`src/rtl/crbd_pkg.sv`:
```
// Shared types and constants for the binary record deframer.
package crbd_pkg;

  localparam int BYTE_W    = 8;
  localparam int FMT_W     = 2;
  localparam int ACNT_W    = 9;
  localparam int DCNT_W    = 11;
  localparam int CHAN_W    = 10;
  localparam int VALUE_W   = 32;
  localparam int PART_W    = 24;
  localparam int CNTR_W    = ACNT_W;
  localparam int WORD_BITS = 16;
  localparam int CFG_IDX_W = 2;
  localparam int CFG_DAT_W = DCNT_W;

  // Register indexes on the configuration port.
  localparam logic [CFG_IDX_W-1:0] REG_SAMPLE_FORMAT = 2'd0;
  localparam logic [CFG_IDX_W-1:0] REG_ANALOG_COUNT  = 2'd1;
  localparam logic [CFG_IDX_W-1:0] REG_DIGITAL_COUNT = 2'd2;

  // Analog sample encodings.
  localparam logic [FMT_W-1:0] FMT_INT16   = 2'd0;
  localparam logic [FMT_W-1:0] FMT_INT32   = 2'd1;
  localparam logic [FMT_W-1:0] FMT_FLOAT32 = 2'd2;

  // Field phase within a record; the code doubles as the result's field kind.
  typedef enum logic [1:0] {
    PH_SAMPLE  = 2'd0,
    PH_TIME    = 2'd1,
    PH_ANALOG  = 2'd2,
    PH_DIGITAL = 2'd3
  } phase_t;

  typedef struct packed {
    logic [BYTE_W-1:0] data_byte;
    logic              file_start;
  } in_item_t;

  typedef struct packed {
    logic [1:0]         field_kind;
    logic [CHAN_W-1:0]  channel_index;
    logic [VALUE_W-1:0] field_value;
    logic               record_last;
  } out_item_t;

  typedef struct packed {
    logic [FMT_W-1:0]  sample_format;
    logic [ACNT_W-1:0] analog_count;
    logic [DCNT_W-1:0] digital_count;
  } cfg_t;

  typedef struct packed {
    logic [1:0]        byte_position;
    phase_t            field_phase;
    logic [CNTR_W-1:0] field_counter;
    logic [PART_W-1:0] partial_bytes;
  } deframe_state_t;

endpackage

```
`src/rtl/crbd_step.sv`:
```
// Next-state and result logic for one byte of the record stream.
module crbd_step #(
  parameter int MAX_ANALOG  = 256,
  parameter int MAX_DIGITAL = 1024
) (
  input  crbd_pkg::deframe_state_t st_i,
  input  crbd_pkg::in_item_t       item_i,
  input  crbd_pkg::cfg_t           cfg_i,
  output crbd_pkg::deframe_state_t st_o,
  output logic                     emit_o,
  output crbd_pkg::out_item_t      result_o
);

  localparam int AW = crbd_pkg::ACNT_W;
  localparam int DW = crbd_pkg::DCNT_W;
  localparam int CW = crbd_pkg::CNTR_W;
  localparam int XW = crbd_pkg::CHAN_W;
  localparam int FW = CW + 4;

  logic [AW-1:0]              eff_a;
  logic [DW-1:0]              eff_d;
  logic [7:0]                 words;
  crbd_pkg::deframe_state_t   st;
  logic                       size2;
  logic                       complete;
  logic [31:0]                byte_sh;
  logic [31:0]                value;
  logic [FW-1:0]              first;
  logic [FW-1:0]              rem;
  logic [15:0]                dig_val;
  logic                       a_last;
  logic                       d_last;
  logic                       has_dig;

  assign eff_a = ({4'd0, cfg_i.analog_count} > 13'(MAX_ANALOG)) ?
                 AW'(MAX_ANALOG) : cfg_i.analog_count;
  assign eff_d = ({3'd0, cfg_i.digital_count} > 14'(MAX_DIGITAL)) ?
                 DW'(MAX_DIGITAL) : cfg_i.digital_count;
  assign words   = 8'(({1'b0, eff_d} + 12'd15) >> 4);
  assign has_dig = (words != 8'd0);

  always_comb begin
    // A file start restarts the record before this byte is taken in.
    if (item_i.file_start) begin
      st = '0;
    end else begin
      st = st_i;
    end
  end

  assign size2 = (st.field_phase == crbd_pkg::PH_DIGITAL) ||
                 ((st.field_phase == crbd_pkg::PH_ANALOG) &&
                  (cfg_i.sample_format == crbd_pkg::FMT_INT16));
  assign complete = size2 ? (st.byte_position != 2'd0) : (st.byte_position == 2'd3);

  always_comb begin
    case (st.byte_position)
      2'd0:    byte_sh = {24'd0, item_i.data_byte};
      2'd1:    byte_sh = {16'd0, item_i.data_byte, 8'd0};
      2'd2:    byte_sh = {8'd0, item_i.data_byte, 16'd0};
      default: byte_sh = {item_i.data_byte, 24'd0};
    endcase
  end

  assign value = {8'd0, st.partial_bytes} | byte_sh;

  assign first   = {st.field_counter, 4'd0};
  assign rem     = FW'(eff_d) - first;
  assign a_last  = ((10'(st.field_counter) + 10'd1) >= 10'(eff_a));
  assign d_last  = ((10'(st.field_counter) + 10'd1) >= 10'(words));

  always_comb begin
    if (first >= FW'(eff_d)) begin
      dig_val = 16'd0;
    end else if (rem < FW'(crbd_pkg::WORD_BITS)) begin
      dig_val = value[15:0] & ((16'd1 << rem[3:0]) - 16'd1);
    end else begin
      dig_val = value[15:0];
    end
  end

  always_comb begin
    st_o     = st;
    emit_o   = 1'b0;
    result_o.field_kind    = st.field_phase;
    result_o.channel_index = '0;
    result_o.field_value   = value;
    result_o.record_last   = 1'b0;

    if (!complete) begin
      st_o.partial_bytes = value[crbd_pkg::PART_W-1:0];
      st_o.byte_position = st.byte_position + 2'd1;
    end else begin
      emit_o             = 1'b1;
      st_o.byte_position = 2'd0;
      st_o.partial_bytes = '0;
      unique case (st.field_phase)
        crbd_pkg::PH_SAMPLE: begin
          st_o.field_phase = crbd_pkg::PH_TIME;
        end
        crbd_pkg::PH_TIME: begin
          st_o.field_counter = '0;
          if (eff_a != '0) begin
            st_o.field_phase = crbd_pkg::PH_ANALOG;
          end else if (has_dig) begin
            st_o.field_phase = crbd_pkg::PH_DIGITAL;
          end else begin
            st_o.field_phase     = crbd_pkg::PH_SAMPLE;
            result_o.record_last = 1'b1;
          end
        end
        crbd_pkg::PH_ANALOG: begin
          result_o.channel_index = XW'(st.field_counter);
          if (size2) begin
            result_o.field_value = {{16{value[15]}}, value[15:0]};
          end
          if (a_last) begin
            st_o.field_counter = '0;
            if (has_dig) begin
              st_o.field_phase = crbd_pkg::PH_DIGITAL;
            end else begin
              st_o.field_phase     = crbd_pkg::PH_SAMPLE;
              result_o.record_last = 1'b1;
            end
          end else begin
            st_o.field_counter = st.field_counter + CW'(1);
          end
        end
        crbd_pkg::PH_DIGITAL: begin
          result_o.channel_index = first[crbd_pkg::CHAN_W-1:0];
          result_o.field_value   = {16'd0, dig_val};
          if (d_last) begin
            st_o.field_phase     = crbd_pkg::PH_SAMPLE;
            st_o.field_counter   = '0;
            result_o.record_last = 1'b1;
          end else begin
            st_o.field_counter = st.field_counter + CW'(1);
          end
        end
        default: begin
          st_o.field_phase = crbd_pkg::PH_SAMPLE;
        end
      endcase
    end
  end

endmodule

```
`src/rtl/comtrade_binary_record_deframer_unit.sv`:
```
// Top level of the binary record deframer: config, state and result registers.
// A result is registered and is valid on out_valid in the cycle after its completing byte transfer.
// Throughput: one byte per cycle while in_stall is low; at most one result per byte.
// in_stall rises only while a held result waits under out_stall.
// Synchronous active-low reset clears the configuration, record position and out_valid.
module comtrade_binary_record_deframer_unit #(
  parameter int MAX_ANALOG  = 256,
  parameter int MAX_DIGITAL = 1024
) (
  input  logic                                clk,
  input  logic                                rst_n,
  input  logic                                cfg_we,
  input  logic [crbd_pkg::CFG_IDX_W-1:0]      cfg_index,
  input  logic [crbd_pkg::CFG_DAT_W-1:0]      cfg_wdata,
  input  logic                                in_valid,
  output logic                                in_stall,
  input  crbd_pkg::in_item_t                  in_item,
  output logic                                out_valid,
  input  logic                                out_stall,
  output crbd_pkg::out_item_t                 out_item
);

  crbd_pkg::cfg_t           cfg_r;
  crbd_pkg::cfg_t           cfg_nxt;
  crbd_pkg::deframe_state_t st_r;
  crbd_pkg::deframe_state_t st_nxt;
  crbd_pkg::deframe_state_t step_st;
  crbd_pkg::out_item_t      step_result;
  crbd_pkg::out_item_t      out_item_r;
  logic                     step_emit;
  logic                     out_valid_r;
  logic                     out_valid_nxt;
  logic                     in_xfer;
  logic                     out_load;

  crbd_step #(
    .MAX_ANALOG  (MAX_ANALOG),
    .MAX_DIGITAL (MAX_DIGITAL)
  ) u_step (
    .st_i     (st_r),
    .item_i   (in_item),
    .cfg_i    (cfg_r),
    .st_o     (step_st),
    .emit_o   (step_emit),
    .result_o (step_result)
  );

  always_comb begin
    cfg_nxt = cfg_r;
    if (cfg_we) begin
      unique case (cfg_index)
        crbd_pkg::REG_SAMPLE_FORMAT: cfg_nxt.sample_format = cfg_wdata[crbd_pkg::FMT_W-1:0];
        crbd_pkg::REG_ANALOG_COUNT:  cfg_nxt.analog_count  = cfg_wdata[crbd_pkg::ACNT_W-1:0];
        crbd_pkg::REG_DIGITAL_COUNT: cfg_nxt.digital_count = cfg_wdata;
        default: ;
      endcase
    end
  end

  // The output register drains in the same cycle it is refilled.
  assign in_stall      = out_valid_r & out_stall;
  assign in_xfer       = in_valid & ~in_stall;
  assign out_load      = in_xfer & step_emit;
  assign out_valid_nxt = out_load | (out_valid_r & out_stall);
  assign st_nxt        = in_xfer ? step_st : st_r;

  always_ff @(posedge clk) begin
    if (!rst_n) begin
      cfg_r       <= '0;
      st_r        <= '0;
      out_valid_r <= 1'b0;
    end else begin
      cfg_r       <= cfg_nxt;
      st_r        <= st_nxt;
      out_valid_r <= out_valid_nxt;
    end
  end

  always_ff @(posedge clk) begin
    if (out_load) begin
      out_item_r <= step_result;
    end
  end

  assign out_valid = out_valid_r;
  assign out_item  = out_item_r;

`ifndef SYNTHESIS
  a_stall_only_when_full: assert property (@(posedge clk) disable iff (!rst_n)
    in_stall |-> out_valid_r)
    else $error("input stalled with no result held");

  a_field_restarts: assert property (@(posedge clk) disable iff (!rst_n)
    out_load |=> (st_r.byte_position == 2'd0))
    else $error("byte position not cleared after a completed field");

  a_partial_clear: assert property (@(posedge clk) disable iff (!rst_n)
    (st_r.byte_position == 2'd0) |-> (st_r.partial_bytes == '0))
    else $error("stale partial bytes at field start");

  a_record_wraps: assert property (@(posedge clk) disable iff (!rst_n)
    (out_load && step_result.record_last) |=>
      (st_r.field_phase == crbd_pkg::PH_SAMPLE && st_r.field_counter == '0))
    else $error("record end did not return to the sample number");
`endif

endmodule
```
`config.mk`:
```
export PLATFORM = sky130hd
export DESIGN_NAME = comtrade_binary_record_deframer_unit
export DESIGN_NICKNAME = d
export VERILOG_FILES = /design/src/rtl/crbd_pkg.sv /design/src/rtl/crbd_step.sv /design/src/rtl/comtrade_binary_record_deframer_unit.sv
export SDC_FILE = /design/constraint.sdc
export NUM_CORES = 1
export LEC_CHECK = 0
export ABC_AREA = 0
export BUFFER_PORTS_ARGS = -buffer_cell sky130_fd_sc_hd__buf_4
export CELL_PAD_IN_SITES_DETAIL_PLACEMENT = 1
export CELL_PAD_IN_SITES_GLOBAL_PLACEMENT = 1
export CORE_ASPECT_RATIO = 0.6
export CORE_MARGIN = 10
export CORE_UTILIZATION = 40
export CTS_BUF_LIST = sky130_fd_sc_hd__clkbuf_16
export DETAILED_ROUTE_END_ITERATION = 8
export PLACE_DENSITY_LB_ADDON = 0.1
export SLEW_MARGIN = 30
export SYNTH_ARGS = -nofsm -noshare
export SYNTH_HDL_FRONTEND = slang
export SYNTH_SLANG_ARGS = --single-unit
```
`constraint.sdc`:
```
create_clock -name clk -period 14.6 [get_ports clk]
set_input_delay 1.46 -clock clk [delete_from_list [all_inputs] [get_ports clk]]
set_output_delay 1.46 -clock clk [all_outputs]
set_load 0.02 [all_outputs]
```
After elaboration in Yosys (flattened, before gate mapping)
Cells that the tools add are included.

operators by class
  add/subtract/negate cells = 6
  multipliers = 0
  div/mod/pow operators = 0
  magnitude comparators = 6
  equal/unequal tests = 8
  shift-type cells = 1
  mux-type cells = 27
  bitwise operators = 7
  reduce and logical (&&, ||, !) cells = 12

operator list
  operator                                                                       number
  32-bit case mux with 3 select lines                                            1
  42-bit case mux with 2 select lines                                            1
  37-bit 2-to-1 mux                                                              1
  33-bit 2-to-1 mux                                                              1
  16-bit 2-to-1 mux                                                              2
  32-bit 2-to-1 mux                                                              1
  24-bit by 32-bit bitwise OR with 32-bit output                                 1
  9-bit 2-to-1 mux                                                               3
  9-bit case mux with 3 select lines                                             1
  24-bit 2-to-1 mux                                                              1
  11-bit 2-to-1 mux                                                              2
  16-bit bitwise AND                                                             1
  1-bit by 4-bit << shifter with 16-bit output, first input constant             1
  16-bit by 1-bit subtractor with 16-bit output, second input constant           1
  13-bit by 11-bit >= comparator with 1-bit output                               1
  13-bit by 5-bit less-than comparator with 1-bit output, second input constant  1
  11-bit by 13-bit subtractor with 13-bit output                                 1
  11-bit by 4-bit adder with 12-bit output, second input constant                1
  11-bit greater-than comparator, second input constant                          1
  9-bit by 1-bit adder with 10-bit output, second input constant                 1
  2-bit equality test, second input constant                                     5
  10-bit by 8-bit >= comparator with 1-bit output                                1
  10-bit by 9-bit >= comparator with 1-bit output                                1
  2-bit 2-to-1 mux                                                               5
  other kinds (17)                                                               31

storage, ports and cells
  flip-flop bits (word level) = 105
  latch bits = 0
  bits in writable memories = 0
  bits in read-only memories = 0
  input bits = 27
  output and inout port bits = 47
  memories = 0

Depth between registers and ports, before layout
  word-level depth = 10
  gate-level depth with buffers = 17

Modules after synthesis
From an unflattened synthesis, not the netlist that was laid out.

second synthesis, totals
  cell total of the unflattened synthesis = 726
  area total of the unflattened synthesis = 6352.3 um^2

modules (own cells, without submodules)
  module                                times used  cells an instance  area each (um^2)  sequential area each (um^2)
  comtrade_binary_record_deframer_unit  1           298                3759.9            2552.4
  crbd_step                             1           428                2592.5            0.0

Worst setup path before layout
No wires, ideal clock.

  kind = input -> register
  start = in in_item[0] (netlist bit)
  end = reg st_r[35] (netlist bit)
  setup time = 137 ps
  arrival time = 5980 ps
  data required time = 14463 ps
  path slack = 8483 ps
  cell stages on the path = 12
  buffers on the path = 5
  path through = buf_2 -> inv_1 -> clkbuf_1 -> buf_1 -> nand2_1 -> ha_1 -> or3_1 -> a21oi_1 -> nand2b_1 -> buf_2 -> buf_2 -> a211oi_1

on the way
  longest elaborated chain between the ends = 6
  elaborated cells on any way between the ends = 10
  those cells by class = add/sub (1); eq/ne (3); mux (3); reduce/logical (3)

ends and longest elaborated chain
  element               line                                        source
  start, declared       comtrade_binary_record_deframer_unit.sv:17  input crbd_pkg::in_item_t in_item,
  37-bit 2-to-1 mux *   crbd_step.sv:44                             if (item_i.file_start) begin
  2-bit equality test   crbd_step.sv:52                             ((st.field_phase == crbd_pkg::PH_ANALOG) &&
  1-bit logical AND     crbd_step.sv:52
  1-bit logical OR      crbd_step.sv:51                             assign size2 = (st.field_phase == crbd_pkg::PH_DIGITAL) ||
  1-bit 2-to-1 mux      crbd_step.sv:54                             assign complete = size2 ? (st.byte_position != 2'd0) : (st.byte_position == 2'd3);
  2-bit 2-to-1 mux *    crbd_step.sv:90                             if (!complete) begin
  end signal, assigned  comtrade_binary_record_deframer_unit.sv:74  st_r <= st_nxt;
  end, declared         comtrade_binary_record_deframer_unit.sv:25  crbd_pkg::deframe_state_t st_r;

Every way passes the cells marked *; elsewhere a longest branch is shown, timed or not.
A chain may end at the register's enable or synchronous reset.

Final worst setup path
  start = in in_item[0] (netlist bit)
  end = reg st_r[26] (netlist bit)

on the way
  longest elaborated chain between the ends = 6
  elaborated cells on any way between the ends = 17
  those cells by class = add/sub (2); order compare (2); eq/ne (4); mux (6); reduce/logical (3)

ends and longest elaborated chain
  element                                                                         line                              source
  37-bit 2-to-1 mux *                                                             crbd_step.sv:44
  9-bit by 1-bit adder with 10-bit output or 2-bit equality test (tied branches)  --
  10-bit by 8-bit >= comparator with 1-bit output (tied with other cells)         crbd_step.sv:70                   assign d_last = ((10'(st.field_counter) + 10'd1) >= 10'(words));
  9-bit 2-to-1 mux (tied with other cells)                                        crbd_step.sv:132                  if (d_last) begin
  9-bit case mux with 3 select lines or 1-bit 2-to-1 mux (tied branches)          crbd_step.sv:97, crbd_step.sv:54
  11-bit 2-to-1 mux *                                                             crbd_step.sv:90

Marked as above.

==> out/metrics.yaml <==
sta:
  finalHoldViolCount: 0
  final_max_slew_viol_count: 0
  tightest_slew_ns: 0.919
  setup_viol: 0
  tns_ns: 0
  skew_ns: 0.00976
  finalCritPeriodShare_pct: 32.8
  fmax_mhz: 209
  max-slew-margin-rel_pct: 38.7
  rsz0062_at_grt: "false"
  period_needed_ns: 4.79
route:
  vias: 5338
  drt_first_pass_iters: 4
  drc: 0
  drtAntennaViolNets: 0
  avgRoutedWirePerCell_um: 19.9
  drt_iter0_markers: 345
  wl_um: 18800
  vias_per_cell: 5.65
grt:
  overflow: 0
  antenna_found_initial: 0
  grt_pass1_wl_um: 30300
  grtUsageMet3_pct: 4.36
  grt_use_total_pct: 17.9
  met2_usage_pct: 26.7
  grtUsageMet1_pct: 25.8
  grt.busiest_layer: "met2"
  grt_max_degree: 48
  grt_pass1_vias: 5423
critical_path:
  worstSetupPathType: "in2reg"
  critPathRequiredTime_ns: 14.86
  cp_max_fo: 33
  r2r-start: "cfg_r[10]"
  cp.arrival_ns: 5.05
  rr_worst_depth: 8
  endpoint_kind: "register"
  cp-start-kind: "primary input"
  crit_start: "in_item[0]"
synthesis:
  synth_area_per_cell_um2: 8.77
  yosysSeqAreaShare_pct: 41.8
  synth_flop_cell: "dfxtp_1"
  synth_top_cell_area_share_pct: 22.1
  synth-seq-cells: 105
  ys_warn_count: 0
  netlist_area_mm2: 0.00611
  syn_inst: 697
  async_flop_share_pct: 0
  synth-edff-count: 45
  ys_types: 65
  yosys.area.top_type: "edfxtp_1"
  synthTopCellsByArea: "edfxtp_1 (22%), dfxtp_1 (20%), ha_1 (6.1%)"
  synth_nets: 755
floorplan:
  fp.dieW_um: 180
  initial_core_util_pct: 41.5
  die_area_mm2: 0.0208
  chipHeight_um: 116
  num_rows: 34
  io_pins: 74
  core-area_mm2: 0.0147
placement:
  hpwl_um: 14300
  port_buffers: 73
  dp_cells: 929
  gp_congestion: 0.903
clock_tree:
  cts_tree: "yes"
  root_buffer: "clkbuf_16"
  clock_latency_ns: 0.34
  cts_sinks: 105
  path_clk_slew_ns: 0.08
  cts.htree.levels: 3
  hold_buffers: 0
  cts_resized: 0
  cts_buffers: 9
  cts_setup_buffers: 0
  clock_path_buffers: 2
hold_path:
  holdCritStartpoint: "st_r[13]"
  holdPathStages: 2
  hp-class: "reg2reg"
cells_and_area:
  diodes: 0
  area_growth_pct: 15.9
  final_cells: 945
  final_nets: 800
  drive_gt1_share_pct: 14.5
job:
  maxCapViolations: 0
power_and_ir_drop:
  p_leak_nw: 2.87
  power_density_mw_per_mm2: 94.2
  peakVddDrop_uv: 75.1
run_status:
  outcome: "finished clean"
Yosys cell counts (all sizes together) (9+ instances only):
master  instances
a211oi         10
a21oi          39
a22oi          19
and2           10
buf            15
clkbuf         26
dfxtp          60
edfxtp         45
ha             30
inv            33
mux2i          23
nand2          93
nand2b         13
nand3          16
nor2           61
nor2b          34
nor3           12
nor4            9
o21ai          41
xnor2          11
routing by layer:
metal	wire [µm]	up-vias
li1	-	2561
met1	9680	2635
met2	7850	136
met3	1150	6
met4	138	0
met5	0	-
cell families (layout without fill, tap and decap cells):
| group | after synthesis | after routing | synth area share, % |
|---|---|---|---|
| AND/OR/NAND/NOR | 276 | 276 | 22.2 |
| AO/OA/AOI/OAI | 169 | 169 | 18.4 |
| multiplexers | 24 | 24 | 3.95 |
| buffers and inverters | 76 | 126 | 4.98 |
| adder cells (fa/ha/maj) | 31 | 31 | 6.47 |
| other | 1 | 1 | 0.0614 |
| XOR/XNOR | 15 | 15 | 2.15 |
| flip-flops | 105 | 105 | 41.8 |
through the flow:
step / power, W / hold slack, ns / utilization (%) / area [µm²] / setup WS (ns)
floorplan: 0.000384 / 0.431 / - / 6110 / 8.48
global placement: 0.000411 / 0.448 / 45.9 / 6760 / 9.73
detailed placement: 0.000415 / 0.449 / 45.9 / 6760 / 9.56
CTS: 0.000671 / 0.462 / 48.1 / 7070 / 9.89
global route: 0.000697 / 0.492 / 48.1 / 7080 / 9.56
finish: 0.000667 / 0.454 / 48.1 / 7080 / 9.81
worst max-delay path: stages:
cell     delay [ns]
buf_4          0.20
inv_1          0.57
nand2_1        0.18
inv_1          0.17
ha_1           0.20
nand3_1        0.14
nor4_1         0.33
mux2_2         0.42
ha_1           0.32
a21oi_1        0.19
nand3_1        0.11
a21oi_1        0.30
a22oi_2        0.20
o21ai_0        0.23
power by group:
group / internal (W) / switching (W) / total, W
Clock: 0.000137 / 0.000120 / 0.000257
Sequential: 0.000311 / 0.00000762 / 0.000319
Combinational: 0.0000348 / 0.0000565 / 0.0000914
Total: 0.000483 / 0.000184 / 0.000667
cell type report:
class	count	area [µm²]
Fill cell	1746	7640
Multi-Input combinational cell	516	3280
Sequential cell	105	2550
Timing Repair Buffer	75	563
Tap cell	198	248
Clock buffer	9	225
Inverter	35	131
Clock inverter	7	86.3
path summary, 6_finish.rpt:
path | slack, ns | to
max | 9.81 | st_r[26]
min reg2reg | 0.45 | st_r[13]
max reg2reg | 10.98 | out_item[11]
min | 0.45 | st_r[13]
placed cells by master, fill, tap and decap left out, drive strengths merged, types with 19 or more instances in the layout:
cell / count
nand2: 93
buf: 75
nor2: 61
dfxtp: 60
edfxtp: 45
o21ai: 41
a21oi: 39
inv: 36
nor2b: 34
ha: 30
mux2i: 23
a22oi: 19
flip-flops by register name (all words and copies together), names as in the netlist:
register and cells:
cfg_r 22, out_item 45, out_valid 1, st_r 37
Note: power is estimated with default switching activity, not from simulation.
